`src/rtl/core/sfh_pkg.sv`:
```
`timescale 1ns / 1ps

package sfh_pkg;

    // Fields of a finished name handed from the accumulator to the output stage
    typedef struct packed {
        logic [31:0] hash;   // hash after the leftover bytes are mixed
        logic        empty;  // no byte of the name was taken
    } t_fin;

    // Number of bytes held back between full groups
    localparam logic [1:0] CNT_NONE  = 2'd0;
    localparam logic [1:0] CNT_ONE   = 2'd1;
    localparam logic [1:0] CNT_TWO   = 2'd2;
    localparam logic [1:0] CNT_THREE = 2'd3;

    // Mix one full group of four bytes, read as two 16-bit halves
    function automatic logic [31:0] mix_group(input logic [31:0] h_in,
                                              input logic [15:0] lo,
                                              input logic [15:0] hi);
        logic [31:0] h;
        logic [31:0] t;
        h = h_in + {16'd0, lo};
        t = ({16'd0, hi} << 11) ^ h;
        h = (h << 16) ^ t;
        h = h + (h >> 11);
        return h;
    endfunction

    // Mix the one to three leftover bytes; nothing to do when none are held
    function automatic logic [31:0] tail_mix(input logic [31:0] h_in,
                                             input logic [23:0] pend,
                                             input logic [1:0]  cnt);
        logic [31:0] h;
        h = h_in;
        unique case (cnt)
            CNT_ONE: begin
                h = h + {24'd0, pend[7:0]};
                h = h ^ (h << 10);
                h = h + (h >> 1);
            end
            CNT_TWO: begin
                h = h + {16'd0, pend[15:0]};
                h = h ^ (h << 11);
                h = h + (h >> 17);
            end
            CNT_THREE: begin
                h = h + {16'd0, pend[15:0]};
                h = h ^ (h << 16);
                h = h ^ {6'd0, pend[23:16], 18'd0};
                h = h + (h >> 11);
            end
            default: begin
                h = h_in;
            end
        endcase
        return h;
    endfunction

    // Six-step final avalanche
    function automatic logic [31:0] avalanche(input logic [31:0] h_in);
        logic [31:0] h;
        h = h_in;
        h = h ^ (h << 3);
        h = h + (h >> 5);
        h = h ^ (h << 4);
        h = h + (h >> 17);
        h = h ^ (h << 25);
        h = h + (h >> 6);
        return h;
    endfunction

endpackage

```
`src/rtl/core/sfh_accum.sv`:
```
`timescale 1ns / 1ps

module sfh_accum #(
    parameter int MAX_NAME_LEN = 256
) (
    input  logic             i_clk,
    input  logic             i_rst_n,
    input  logic             i_valid,
    output logic             o_ready,
    input  logic [7:0]       i_name_byte,
    input  logic             i_byte_present,
    input  logic             i_last,
    output logic             o_fin_valid,
    input  logic             i_fin_ready,
    output sfh_pkg::t_fin    o_fin
);

    localparam int TAKEN_W = $clog2(MAX_NAME_LEN + 1);

    logic [31:0]        r_hash,  n_hash,  u_hash;
    logic [23:0]        r_pend,  n_pend,  u_pend;
    logic [1:0]         r_cnt,   n_cnt,   u_cnt;
    logic [TAKEN_W-1:0] r_taken, n_taken, u_taken;
    logic               r_ended, n_ended, u_ended;
    logic               r_fin_valid, n_fin_valid;
    sfh_pkg::t_fin      r_fin,   n_fin;

    logic accept;
    logic take;

    // A request is taken while the finished-name slot is free or draining
    assign o_ready = !r_fin_valid || i_fin_ready;
    assign accept  = i_valid && o_ready;
    assign take    = accept && i_byte_present && !r_ended
                     && (r_taken < TAKEN_W'(MAX_NAME_LEN));

    // Byte gathering and group mixing
    always_comb begin
        u_hash  = r_hash;
        u_pend  = r_pend;
        u_cnt   = r_cnt;
        u_taken = r_taken;
        u_ended = r_ended;
        if (take) begin
            if (i_name_byte == 8'd0) begin
                u_ended = 1'b1;
            end else begin
                u_taken = r_taken + TAKEN_W'(1);
                unique case (r_cnt)
                    sfh_pkg::CNT_NONE: begin
                        u_pend[7:0] = i_name_byte;
                        u_cnt       = sfh_pkg::CNT_ONE;
                    end
                    sfh_pkg::CNT_ONE: begin
                        u_pend[15:8] = i_name_byte;
                        u_cnt        = sfh_pkg::CNT_TWO;
                    end
                    sfh_pkg::CNT_TWO: begin
                        u_pend[23:16] = i_name_byte;
                        u_cnt         = sfh_pkg::CNT_THREE;
                    end
                    default: begin
                        u_hash = sfh_pkg::mix_group(r_hash, r_pend[15:0],
                                                    {i_name_byte, r_pend[23:16]});
                        u_pend = 24'd0;
                        u_cnt  = sfh_pkg::CNT_NONE;
                    end
                endcase
            end
        end
    end

    // Close the name on last: hand over the tail-mixed hash and clear the state
    always_comb begin
        n_hash      = u_hash;
        n_pend      = u_pend;
        n_cnt       = u_cnt;
        n_taken     = u_taken;
        n_ended     = u_ended;
        n_fin       = r_fin;
        n_fin_valid = r_fin_valid && !i_fin_ready;
        if (accept && i_last) begin
            n_fin.hash  = sfh_pkg::tail_mix(u_hash, u_pend, u_cnt);
            n_fin.empty = (u_taken == '0);
            n_fin_valid = 1'b1;
            n_hash      = 32'd0;
            n_pend      = 24'd0;
            n_cnt       = sfh_pkg::CNT_NONE;
            n_taken     = '0;
            n_ended     = 1'b0;
        end
    end

    always_ff @(posedge i_clk) begin
        if (!i_rst_n) begin
            r_hash      <= 32'd0;
            r_pend      <= 24'd0;
            r_cnt       <= sfh_pkg::CNT_NONE;
            r_taken     <= '0;
            r_ended     <= 1'b0;
            r_fin_valid <= 1'b0;
        end else begin
            r_hash      <= n_hash;
            r_pend      <= n_pend;
            r_cnt       <= n_cnt;
            r_taken     <= n_taken;
            r_ended     <= n_ended;
            r_fin_valid <= n_fin_valid;
        end
    end

    // Payload of the finished-name slot
    always_ff @(posedge i_clk) begin
        r_fin <= n_fin;
    end

    assign o_fin_valid = r_fin_valid;
    assign o_fin       = r_fin;

endmodule

```
`src/rtl/core/superfasthash_name_hash.sv`:
```
`timescale 1ns / 1ps

// 32-bit SuperFastHash of a name streamed one byte per request. A request is
// taken every cycle, the last one of a name included, while the receiver
// keeps up; non-last requests give no result. The hash passes two register
// stages: the edge that takes the last request loads the first, which
// gathers bytes, mixes full groups and mixes the leftover bytes; the second
// is loaded from the first while it is free or draining and applies the
// final avalanche into the output register that drives o_valid. While the
// receiver holds off, one finished hash waits in each stage; once both are
// full the input stalls, non-last requests too, until the receiver takes the
// output. A zero byte ends the name, bytes past MAX_NAME_LEN are dropped, and
// an empty name gives 0. All state clears after each last request, so the
// next name may follow at once.

module superfasthash_name_hash #(
    parameter int MAX_NAME_LEN = 256
) (
    input  logic        i_clk,
    input  logic        i_rst_n,
    input  logic        i_valid,
    output logic        o_ready,
    input  logic [7:0]  i_name_byte,
    input  logic        i_byte_present,
    input  logic        i_last,
    output logic        o_valid,
    input  logic        i_ready,
    output logic [31:0] o_hash_value
);

    sfh_pkg::t_fin fin;
    logic          fin_valid;
    logic          fin_ready;

    logic          r_out_valid, n_out_valid;
    logic [31:0]   r_out_hash,  n_out_hash;

    sfh_accum #(
        .MAX_NAME_LEN(MAX_NAME_LEN)
    ) u_accum (
        .i_clk         (i_clk),
        .i_rst_n       (i_rst_n),
        .i_valid       (i_valid),
        .o_ready       (o_ready),
        .i_name_byte   (i_name_byte),
        .i_byte_present(i_byte_present),
        .i_last        (i_last),
        .o_fin_valid   (fin_valid),
        .i_fin_ready   (fin_ready),
        .o_fin         (fin)
    );

    // Output stage: avalanche into the result register
    assign fin_ready = !r_out_valid || i_ready;

    always_comb begin
        n_out_valid = r_out_valid && !i_ready;
        n_out_hash  = r_out_hash;
        if (fin_valid && fin_ready) begin
            n_out_valid = 1'b1;
            n_out_hash  = fin.empty ? 32'd0 : sfh_pkg::avalanche(fin.hash);
        end
    end

    always_ff @(posedge i_clk) begin
        if (!i_rst_n) begin
            r_out_valid <= 1'b0;
        end else begin
            r_out_valid <= n_out_valid;
        end
    end

    always_ff @(posedge i_clk) begin
        r_out_hash <= n_out_hash;
    end

    assign o_valid      = r_out_valid;
    assign o_hash_value = r_out_hash;

endmodule
```
`config.mk`:
```
export PLATFORM = sky130hd
export DESIGN_NAME = superfasthash_name_hash
export DESIGN_NICKNAME = d
export VERILOG_FILES = /design/src/rtl/core/sfh_pkg.sv /design/src/rtl/core/sfh_accum.sv /design/src/rtl/core/superfasthash_name_hash.sv
export SDC_FILE = /design/constraint.sdc
export NUM_CORES = 1
export LEC_CHECK = 0
export BUFFER_PORTS_ARGS = -buffer_cell sky130_fd_sc_hd__buf_2
export CORE_ASPECT_RATIO = 1.5
export CORE_UTILIZATION = 40
export CTS_CLUSTER_SIZE = 28
export DETAILED_ROUTE_END_ITERATION = 8
export PLACE_DENSITY_LB_ADDON = 0.1
export SKIP_LAST_GASP = 1
export SYNTH_ARGS = -nofsm -noshare
export SYNTH_HDL_FRONTEND = slang
export SYNTH_SLANG_ARGS = --single-unit
```
`constraint.sdc`:
```
create_clock -name i_clk -period 12.1 [get_ports i_clk]
set_input_delay 1.815 -clock i_clk [delete_from_list [all_inputs] [get_ports i_clk]]
set_output_delay 1.815 -clock i_clk [all_outputs]
set_load 0.01 [all_outputs]
```
-- After elaboration in Yosys (flattened, before gate mapping)
Cells that the tools add are included.
- bits in registers: 135
- latch bits: 0
- bits in writable memories: 0
- ROM bits: 0
- output and inout bits: 34
- word-level logic and storage cells: 77
- memories kept: 0
- add/subtract/negate cells: 11
- multipliers: 0
- divide/modulo/power cells: 0
- order comparisons: 1
- equal/unequal tests: 5
- shift-type cells: 0
- multiplexer cells: 16
- bitwise logic cells: 10
- reductions and logical operators: 24
- operators with widths (operator ; count):
    32-bit bitwise XOR ; 7
    32-bit two-way mux ; 3
    32-bit case mux with 3 select lines ; 1
    32-bit by 15-bit adder with 32-bit output ; 2
    32-bit by 16-bit adder with 32-bit output ; 2
    32-bit by 21-bit adder with 32-bit output ; 2
    24-bit two-way mux ; 2
    8-bit case mux with 2 select lines ; 3
    32-bit by 26-bit adder with 32-bit output ; 1
    32-bit by 27-bit adder with 32-bit output ; 1
    32-bit by 31-bit adder with 32-bit output ; 1
    32-bit by 8-bit adder with 32-bit output ; 1
    27-bit by 32-bit bitwise XOR with 32-bit output ; 1
    32-bit by 26-bit bitwise XOR with 32-bit output ; 1
    9-bit two-way mux ; 2
    9-bit by 1-bit adder with 9-bit output (second input constant) ; 1
    9-bit logical NOT ; 1
    9-bit less-than comparator (second input constant) ; 1
    1-bit logical AND ; 8
    8-bit logical NOT ; 1
    2-bit OR reduction ; 4
    2-bit == test (second input constant) ; 3
    2-bit case mux with 3 select lines ; 1
    1-bit logical NOT ; 5
    other kinds (8) ; 12

-- Depth between registers and ports, before layout
Gate-level depths: netlist of the first run.
- depth in word-level cells: 13
- mapped depth: 47

-- Modules after synthesis
From an unflattened synthesis of the first run, not the netlist that was laid out.
- cells, all modules: 2508
- area, all modules: 20089.3 um2
- by module, submodules not included (module ; instances ; cells each ; area an instance (um2) ; sequential area each (um2)):
    sfh_accum ; 1 ; 1708 ; 13594.3 ; 2372.3
    superfasthash_name_hash ; 1 ; 800 ; 6495.0 ; 980.9

-- Least setup slack after synthesis of the first run
Ideal clock, no wire load.
- path type: input to register
- start point: input port i_name_byte[4]
- end point: register u_accum.r_fin (netlist bit u_accum.o_fin[31]), data pin
- arrival time: 9.534 ns
- required time: 11.841 ns
- setup slack: 2.307 ns
- stages: 36
- path buffers: 3
- path through: or4_1 nor2_1 nor2_1 nand2_1 clkbuf_1 clkbuf_1 clkbuf_1 nor2_1 a21oi_1 inv_1 ha_1 o21a_1 o21ai_0 a21oi_1 a31oi_1 o21ai_0 nand4_1 a21oi_1 nor3b_1 nor4b_1 xnor3_1 ha_1 a21o_1 a21oi_1 o21ai_0 a21o_1 a21o_1 a41oi_1 nor2b_1 o21a_1 o21a_1 o21a_1 nand3_1 nand2b_1 xnor2_1 a211o_1
- elaborated cells between the ends (all ways): 27
- RTL lines (item ; line ; source):
    from (decl) ; superfasthash_name_hash.sv:23 ; input logic [7:0] i_name_byte,
    8-bit logical NOT (*) ; sfh_accum.sv:45 ; if (i_name_byte == 8'd0) begin
    32-bit two-way mux (*) ; sfh_accum.sv:45 ;
    32-bit two-way mux (*) ; sfh_accum.sv:44 ; if (take) begin
    via u_accum.u_hash[6] ; sfh_accum.sv:20 ; logic [31:0] r_hash, n_hash, u_hash;
    32-bit by 16-bit adder with 32-bit output ; sfh_pkg.sv:43, sfh_pkg.sv:48 ;
    32-bit bitwise XOR ; sfh_pkg.sv:49 ; h = h ^ (h << 16);
    32-bit by 26-bit bitwise XOR with 32-bit output ; sfh_pkg.sv:50 ; h = h ^ {6'd0, pend[23:16], 18'd0};
    32-bit by 21-bit adder with 32-bit output ; sfh_pkg.sv:51 ; h = h + (h >> 11);
    32-bit case mux with 3 select lines (*) ; sfh_pkg.sv:36 ; unique case (cnt)
    to (signal assigned) ; sfh_accum.sv:114 ; r_fin <= n_fin;
    to (decl) ; sfh_accum.sv:26 ; sfh_pkg::t_fin r_fin, n_fin;
Mark *: on every way through the listed nets, which the timed path passes. The rest lies on a longest branch.
A chain may end at the register's enable or synchronous reset.

-- Final worst setup path of the first run
- start point: register u_accum.r_pend[1]
- end point: register u_accum.r_fin (netlist bit u_accum.o_fin[32]), data pin
- cells in the longest elaborated chain, start to end: 12
- elaborated cells between the ends (all ways): 20
- ends and longest elaborated chain (item ; line ; source):
    from (decl) ; sfh_accum.sv:21 ; logic [23:0] r_pend, n_pend, u_pend;
    from (signal assigned) ; sfh_accum.sv:104 ; r_pend <= n_pend;
    32-bit by 16-bit adder with 32-bit output (*) ; sfh_pkg.sv:23 ; h = h_in + {16'd0, lo};
    27-bit by 32-bit bitwise XOR with 32-bit output ; sfh_pkg.sv:24 ; t = ({16'd0, hi} << 11) ^ h;
    32-bit bitwise XOR (*) ; sfh_pkg.sv:25 ; h = (h << 16) ^ t;
    32-bit by 21-bit adder with 32-bit output (*) ; sfh_pkg.sv:26 ; h = h + (h >> 11);
    32-bit two-way mux (*) ; sfh_accum.sv:49 ; unique case (r_cnt)
    32-bit two-way mux (*) ; sfh_accum.sv:45 ;
    32-bit two-way mux (*) ; sfh_accum.sv:44 ;
    via u_accum.u_hash[6] ; sfh_accum.sv:20 ;
    32-bit by 16-bit adder with 32-bit output ; sfh_pkg.sv:43, sfh_pkg.sv:48 ;
    32-bit bitwise XOR ; sfh_pkg.sv:49 ;
    32-bit by 26-bit bitwise XOR with 32-bit output ; sfh_pkg.sv:50 ;
    32-bit by 21-bit adder with 32-bit output ; sfh_pkg.sv:51 ;
    32-bit case mux with 3 select lines (*) ; sfh_pkg.sv:36 ;
Marked as above.

==> results of run 1 <==
power groups by stage:
stage | clock, W | sequential, W | combinational, W
floorplan | 0 | 0.000700 | 0.00313
global placement | 0 | 0.000680 | 0.00402
detailed placement | 0 | 0.000680 | 0.00408
CTS | 0.000578 | 0.000670 | 0.00410
global route | 0.000596 | 0.000675 | 0.00455
finish | 0.000568 | 0.000669 | 0.00411
per-stage QoR:
| step | cell area (sq um) | power, W | util |
|---|---|---|---|
| global route | 20900 | 0.00582 | 0.445 |
| detailed placement | 20300 | 0.00476 | 0.432 |
| global placement | 20300 | 0.00470 | 0.432 |
| floorplan | 19100 | 0.00383 | - |
| finish | 20900 | 0.00534 | 0.445 |
| CTS | 20900 | 0.00535 | 0.444 |
area by class of cell:
type	count	area share
clock buffers	21	0.0221
clock inverters	11	0.00707
inverters	99	0.0178
multi-input cells	2084	0.727
flip-flops and latches	135	0.161
well taps	594	0.0356
repair buffers	99	0.0299
per-layer routing:
| layer | track usage | vias up |
|---|---|---|
| met2 | 0.603 | 499 |
| met1 | 0.256 | 8663 |
| li1 | - | 8815 |
| met4 | 0.329 | 0 |
| met3 | 0.0432 | 310 |
| met5 | 0 | - |
what timing repair did:
| item | CTS | global route |
|---|---|---|
| setup endpoints to repair | 0 | 2 |
| buffers inserted | 0 | 0 |
| resized for setup | 0 | 2 |
cells by family (layout without fill, tap and decap cells):
kind of cell,count (synthesis),in the layout,synth area share
buffers and inverters,168,230,0.0336
DFF,135,135,0.175
and+or+nand+nor,789,789,0.206
muxes,26,26,0.0146
AOI/OAI and AO/OA,680,680,0.236
xor gates and xnor gates,384,384,0.197
adders and majority gates,205,205,0.138
cells in the final DEF (no fill, tap or decap), types with 11 or more instances in the layout:
master,Yosys,layout
nor2_1,241,240
xnor2_1,222,222
ha_1,196,196
a21oi_1,171,170
nand2_1,162,161
xor2_1,133,133
o21ai_0,128,127
inv_1,98,98
a21o_1,75,75
dfxtp_1,70,70
edfxtp_1,65,65
nor2b_1,61,60
nor3_1,58,58
nand3_1,52,52
buf_4,0,52
buf_2,3,47
o21a_1,37,37
and3_1,35,35
a31oi_1,32,32
a211oi_1,32,32
nand2b_1,30,30
o21bai_1,26,26
nand4_1,24,24
and2_1,23,23
or3_1,23,23
mux2i_1,22,21
xnor3_1,21,21
o211ai_1,20,20
a32oi_1,17,17
clkbuf_16,0,17
o21ai_1,16,16
a211o_1,13,13
nor4_1,13,13
o31ai_1,11,11
state kept, by name (all words and copies together) (netlist names):
| register | count |
|---|---|
| o_hash_value | 32 |
| o_valid | 1 |
| u_accum.o_fin | 33 |
| u_accum.o_fin_valid | 1 |
| u_accum.r_cnt | 2 |
| u_accum.r_ended | 1 |
| u_accum.r_hash | 32 |
| u_accum.r_pend | 24 |
| u_accum.r_taken | 9 |
worst max-delay path: cells and delay by family, from the launching register on:
family / cells / cell delay (ps)
adder cells (fa/ha/maj): 5 / 1690
flip-flops: 1 / 440
buffers and inverters: 2 / 200
XOR/XNOR: 6 / 2180
AND/OR/NAND/NOR: 11 / 2510
AO/OA/AOI/OAI: 17 / 4030
path summary, 6_finish.rpt:
kind / from / to / slack (ps) / cells after the start
worst max-delay path: u_accum.r_pend[1] / u_accum.o_fin[32] / 740 / 41
worst min-delay path: u_accum.r_ended / u_accum.r_ended / 500 / 2
worst max register to register: u_accum.r_pend[1] / u_accum.o_fin[32] / 740 / 41
worst min register to register: u_accum.r_ended / u_accum.r_ended / 500 / 2
==> flow_summary.toml, run 1 <==
[outcome]
status = "finished clean"

[die]
die_y_um = 270
fp-row-count = 97
pin_count = 48
core-area_sq_um = 47000
die_area_sq_um = 48700
die_w_um = 180
initial_core_util = 0.407

[global_routing]
track_usage = 0.311
grt_start_max_net_pins = 69
antenna_found_initial = 0
grt_pass1_vias = 18700
grt-ovfl-total = 0
grt_pass1_wl_mm = 112

[sta]
drv_slew = 0
worst_slack_ps = 736
post-route-min-period_ps = 11360
fmax_mhz = 88.0
holdWs_ps = 500
hold_viol = 0
finClkSkew_ps = 14.4
timing.setup.tns_ps = 0
fin_crit_sh = 0.939
relSlewSlack = 0.284
setup_viol = 0
rsz0062_at_grt = "false"
tightest_slew_ps = 1070

[finish]
seq_area_sq_um = 3350
multi_input_area_sq_um = 15200
drive_above_1_share = 0.0784
diodes = 0
fillers = 4745
layoutNonFillerInstCount = 3043
layout.nets = 2655
area_growth_pct = 9.27

[drt]
wl_met3_mm = 2.23
wirelength_mm = 75.9
viasPerCell = 6.01
top_layer = "met4"
avgRoutedWirePerCell_um = 24.9
dr.pass1.iters = 5
met2RoutedLength_mm = 40.6
drtIter0Drc = 967
num_vias = 18300
wl_met1_mm = 24.0
drc = 0
final_antenna_net_count = 0

[critical_path]
worstPathArrival_ps = 11550
start_kind = "flip-flop"
cpPeakStageDelay_ps = 820
slowest_stage = "xnor2_1"
critPathCaptureType = "flip-flop"
critPathMaxFanout = 9
required_ps = 12290
criticalPathCategory = "reg2reg"

[cts]
htreeDepth = 4
numClockSinks = 135
cts_buffer_depth = 2
cts-root-buf = "clkbuf_16"
numCtsBuffers = 17
cts.reportedPaths.clkPinSlew_ps = 70
cts_hold_buf = 0
clk_latency_ps = 470
cts_tree = "done"

[synthesis]
ys_types = 101
synth_seq_cells = 135
synth_nets = 2606
synth.most_common_cell = "nor2_1"
syn-instance-count = 2387
yosys.area.top_type = "ha_1"
yosysSeqAreaShare = 0.175
yosys-top-cells-count = "nor2_1 (241), xnor2_1 (222), ha_1 (196)"
synthArstFlopShare = 0
netlist_top_cells_area = "ha_1 (13%), edfxtp_1 (10%), xnor2_1 (10%), dfxtp_1 (7.3%), xor2_1 (6.1%)"
synth_top_area_share = 0.128
syn_area_per_cell_sq_um = 8.01
synth_edf_count = 65
ys.flop_type = "dfxtp_1"
netlist_area_sq_um = 19100
yosysWarningCount = 0

[hold_path]
min_path_type = "reg2reg"

[placement]
dp_cells = 3011
io_buffers = 47
post-dp-hpwl_mm = 64.1
pre_cts_ws_ps = 698
gp_congestion = 0.979

[pwr]
vdd_drop_max_v = 0.000312
p_leak_nw = 9.17
power_frac_comb = 0.769
p_int_w = 0.00267
seqPwrFrac = 0.125
netSwitchingFraction = 0.499
p_per_area_nw_per_um2 = 256
switching_power_w = 0.00267
clkPwrFrac = 0.106

[flow_run]
maxCapViolCount = 0
(Power assumes the default switching activity.)
==> inputs of run 2 (changes only) <==
- clock period: 12.1 -> 14.35 ns (I/O delays scaled with it)
==> run 2 against run 1 <==
Worst hold slack gained 1.8 ps. Power shrank 15%. Sequential share of layout area grew 0.15 points. Maximum frequency shrank 3.5%. Cell area shrank 0.90%. Critical path depth shrank 2. First-iteration DRC count grew 19%. Critical path type unchanged. Highest routed layer unchanged.
==> flow_summary.toml, run 2 (synthesis gave the netlist of run 1 again) <==
[drt]
final_antenna_net_count = 0
avgRoutedWirePerCell_um = 25.8
viasPerCell = 6.09
drc = 0
dr.pass1.iters = 5
wirelength_mm = 78.1
num_vias = 18400
drtIter0Drc = 1152

[die]
die_y_um = 270
fp-row-count = 97
core-area_sq_um = 47000
initial_core_util = 0.407
die_w_um = 180
pin_count = 48
die_area_sq_um = 48700

[finish]
diodes = 0
final_common_cell = "nor2_1"
largest_reg_flops = 33
layout_common_cells = "nor2_1 (240), xnor2_1 (222), ha_1 (196), a21oi_1 (170), nand2_1 (161)"
layoutNonFillerInstCount = 3025
area_growth_pct = 8.29
layout.nets = 2637
fillers = 4745
drive_above_1_share = 0.0703

[global_routing]
grt_pass1_wl_mm = 114
track_usage = 0.319
grt-ovfl-total = 0
grt_start_max_net_pins = 69
grt_pass1_vias = 18600
antenna_found_initial = 0

[sta]
setup_viol = 0
drv_slew = 0
relSlewSlack = 0.103
hold_viol = 0
tightest_slew_ps = 1340
finClkSkew_ps = 18.8
rsz0062_at_grt = "false"
fmax_mhz = 84.9
timing.setup.tns_ps = 0
fin_crit_sh = 0.820
post-route-min-period_ps = 11770

[placement]
io_buffers = 47
dp_cells = 2992
gp_congestion = 1.01
post-dp-hpwl_mm = 64.0

[flow_run]
maxCapViolCount = 0

[critical_path]
required_ps = 14550
cpMostUsedCell = "ha_1"
criticalPathCategory = "reg2reg"
worst-path-buf-inv = 3
worstPathArrival_ps = 11970
path_delay_family = "compound AO/OA/AOI/OAI gates"
start_kind = "flip-flop"
cpPeakStageDelay_ps = 590
slowest_stage = "nor4b_1"
critPathMaxFanout = 6
critPathCaptureType = "flip-flop"

[cts]
numClockSinks = 135
post_cts_buffers = 0
numCtsBuffers = 17
htreeDepth = 4
cts-root-buf = "clkbuf_16"
clk_latency_ps = 460
cts_tree = "done"
cts.reportedPaths.clkPinSlew_ps = 70
cts_hold_buf = 0
cts_buffer_depth = 2
cts_resized = 0

[pwr]
vdd_drop_max_v = 0.000317
p_leak_nw = 9.06
p_per_area_nw_per_um2 = 219

[outcome]
status = "finished clean"

[hold_path]
min_path_type = "reg2reg"
-- run 2: through the flow --
stage          utilization  hold WS, ps  worst slack, ps  total power, W  area [sq um]
2_1_floorplan            -          451             4220         0.00323         19100
3_5_place_dp         0.428          486             2520         0.00405         20100
4_1_cts              0.441          506             2870         0.00452         20700
6_report             0.441          502             2580         0.00453         20700
5_1_grt              0.441          527             1950         0.00492         20700
3_3_place_gp         0.428          476             2710         0.00401         20100
-- run 2: worst paths after layout --
| kind | slack [ps] | startpoint | endpoint | cells past startpoint |
|---|---|---|---|---|
| worst max register to register | 2580 | u_accum.r_pend[0] | u_accum.o_fin[31] | 39 |
| worst min-delay path | 500 | u_accum.o_fin_valid | o_valid | 1 |
| worst max-delay path | 2580 | u_accum.r_pend[0] | u_accum.o_fin[31] | 39 |
| worst min register to register | 500 | u_accum.o_fin_valid | o_valid | 1 |
-- run 2: power by group --
group,total [W],internal [W],switching (W)
clock network,0.000449,0.000245,0.000204
logic,0.00352,0.00143,0.00209
registers,0.000561,0.000547,0.0000141
-- run 2: layout make-up --
cell class / instances / area, sq um / share of cell area
Clock buffer: 22 / 487 / 0.0235
Clock inverter: 10 / 82.6 / 0.00399
Inverter: 99 / 372 / 0.0180
Multi-Input combinational cell: 2084 / 15200 / 0.733
Sequential cell: 135 / 3350 / 0.162
Tap cell: 594 / 743 / 0.0359
Timing Repair Buffer: 81 / 490 / 0.0237
-- run 2: per-layer routing --
metal  part of all wire  global-route usage  up-vias
met4               0.12               0.343        0
met1               0.32               0.277     8723
met2               0.52               0.597      621
li1                   -                   -     8767
met3              0.041              0.0467      310
met5                  0                   0        -
==> inputs of run 3 (changes only) <==
- clock period: 14.35 -> 10.7 ns (I/O delays scaled with it)
==> run 3 against run 2 <==
Largest cell class unchanged. Utilization up 2.3 points. Clock power grew 37%. Sequential share of layout area fell by 0.81 points. Critical endpoint unchanged.
==> flow_summary.toml, run 3 (synthesis gave the netlist of run 1 again) <==
[drt]
drtIter0Drc = 1087
viasPerCell = 5.86
wirelength_mm = 76.2
drc = 0
final_antenna_net_count = 0
num_vias = 18500
avgRoutedWirePerCell_um = 24.1
dr.pass1.iters = 5

[pwr]
vdd_drop_max_v = 0.000281
finalPower_w = 0.00604
p_leak_nw = 9.74
p_per_area_nw_per_um2 = 277

[sta]
drv_slew = 0
relSlewSlack = 0.307
rsz0062_at_grt = "false"
finClkSkew_ps = 20.6
timing.setup.tns_ps = 0
post-route-min-period_ps = 10150
tightest_slew_ps = 1030
setup_viol = 0
fmax_mhz = 98.6
holdWs_ps = 519
hold_viol = 0
fin_crit_sh = 0.948

[global_routing]
grt_start_max_net_pins = 69
grt-ovfl-total = 0
grt_pass1_wl_mm = 112
antenna_found_initial = 0
grt_pass1_vias = 19100
track_usage = 0.311

[cts]
clk_latency_ps = 470
htreeDepth = 4
cts_hold_buf = 0
cts_tree = "done"
numCtsBuffers = 17
numClockSinks = 135
cts.reportedPaths.clkPinSlew_ps = 80
cts_buffer_depth = 2
cts-root-buf = "clkbuf_16"

[die]
pin_count = 48
fp-row-count = 97
die_area_sq_um = 48700
die_w_um = 180
die_y_um = 270
core-area_sq_um = 47000
initial_core_util = 0.407

[outcome]
status = "finished clean"

[critical_path]
criticalPathCategory = "reg2reg"
critPathMaxFanout = 5
slowest_stage = "or3b_2"
timing.rr.start = "u_accum.r_pend[0]"
cpMostUsedCell = "o21a_1"
cpPeakStageDelay_ps = 520
start_kind = "flip-flop"
worstPathArrival_ps = 10370
critPathCaptureType = "flip-flop"
required_ps = 10920
crit_start = "u_accum.r_pend[0]"

[hold_path]
min_path_type = "reg2reg"
min-delay-start = "u_accum.o_fin_valid"

[placement]
gp_congestion = 0.995
dp_cells = 3129
post-dp-hpwl_mm = 64.2
io_buffers = 47

[flow_run]
maxCapViolCount = 0

[finish]
drive_above_1_share = 0.123
layout_common_cells = "nor2_1 (240), xnor2_1 (222), ha_1 (195), buf_4 (171), a21oi_1 (169)"
diodes = 0
largest_reg_flops = 33
layoutNonFillerInstCount = 3163
layout.nets = 2775
area_growth_pct = 14.0
final_common_cell = "nor2_1"
[run 3: power breakdown]
part / total [W] / internal (W) / switching, W
clock: 0.000617 / 0.000349 / 0.000268
sequential: 0.000754 / 0.000734 / 0.0000197
combinational: 0.00467 / 0.00193 / 0.00275
total: 0.00604 / 0.00301 / 0.00303
[run 3: metrics by stage]
stage | instance area (sq um) | util | setup WS [ps]
5_1_grt | 21800 | 0.464 | 8.51
4_1_cts | 21700 | 0.463 | 271
3_3_place_gp | 21200 | 0.451 | 440
2_1_floorplan | 19100 | - | 1120
3_5_place_dp | 21200 | 0.451 | 329
6_report | 21800 | 0.464 | 554
[run 3: metal layers]
metal,share of wire,vias to the layer above,routed length (um),global-route usage
met5,0,-,0,0
met4,0.11,0,8160,0.303
met3,0.029,272,2210,0.0353
met2,0.54,524,40900,0.604
met1,0.33,8682,24900,0.270
li1,-,9045,-,-
[run 3: path summary, 6_finish.rpt]
| kind | slack [ps] | cells past startpoint | to |
|---|---|---|---|
| setup / recovery | 550 | 42 | u_accum.o_fin[31] |
| hold / removal | 520 | 1 | o_valid |
| setup reg to reg | 550 | 42 | u_accum.o_fin[31] |
| hold reg to reg | 520 | 1 | o_valid |
[run 3: area by class of cell]
class	instances	area (sq um)
clock buffer	20	447
clock inverter	12	130
fill	4687	25200
inverter	99	372
multi-input combinational	2084	15200
sequential	135	3350
tap	594	743
timing repair buffer	219	1540
[run 3: what timing repair did]
action / CTS / global route
setup endpoints to repair: 0 / 10
setup buffers: 0 / 2
resized for setup: 0 / 9
[run 3: worst max-delay path: cells and delay by family, from the launching register on]
family | cells | cell delay [ps]
DFF | 1 | 330
buffers and inverters | 3 | 370
xor gates and xnor gates | 3 | 590
AOI/OAI and AO/OA | 22 | 4880
adders and majority gates | 5 | 1730
and+or+nand+nor | 9 | 2010
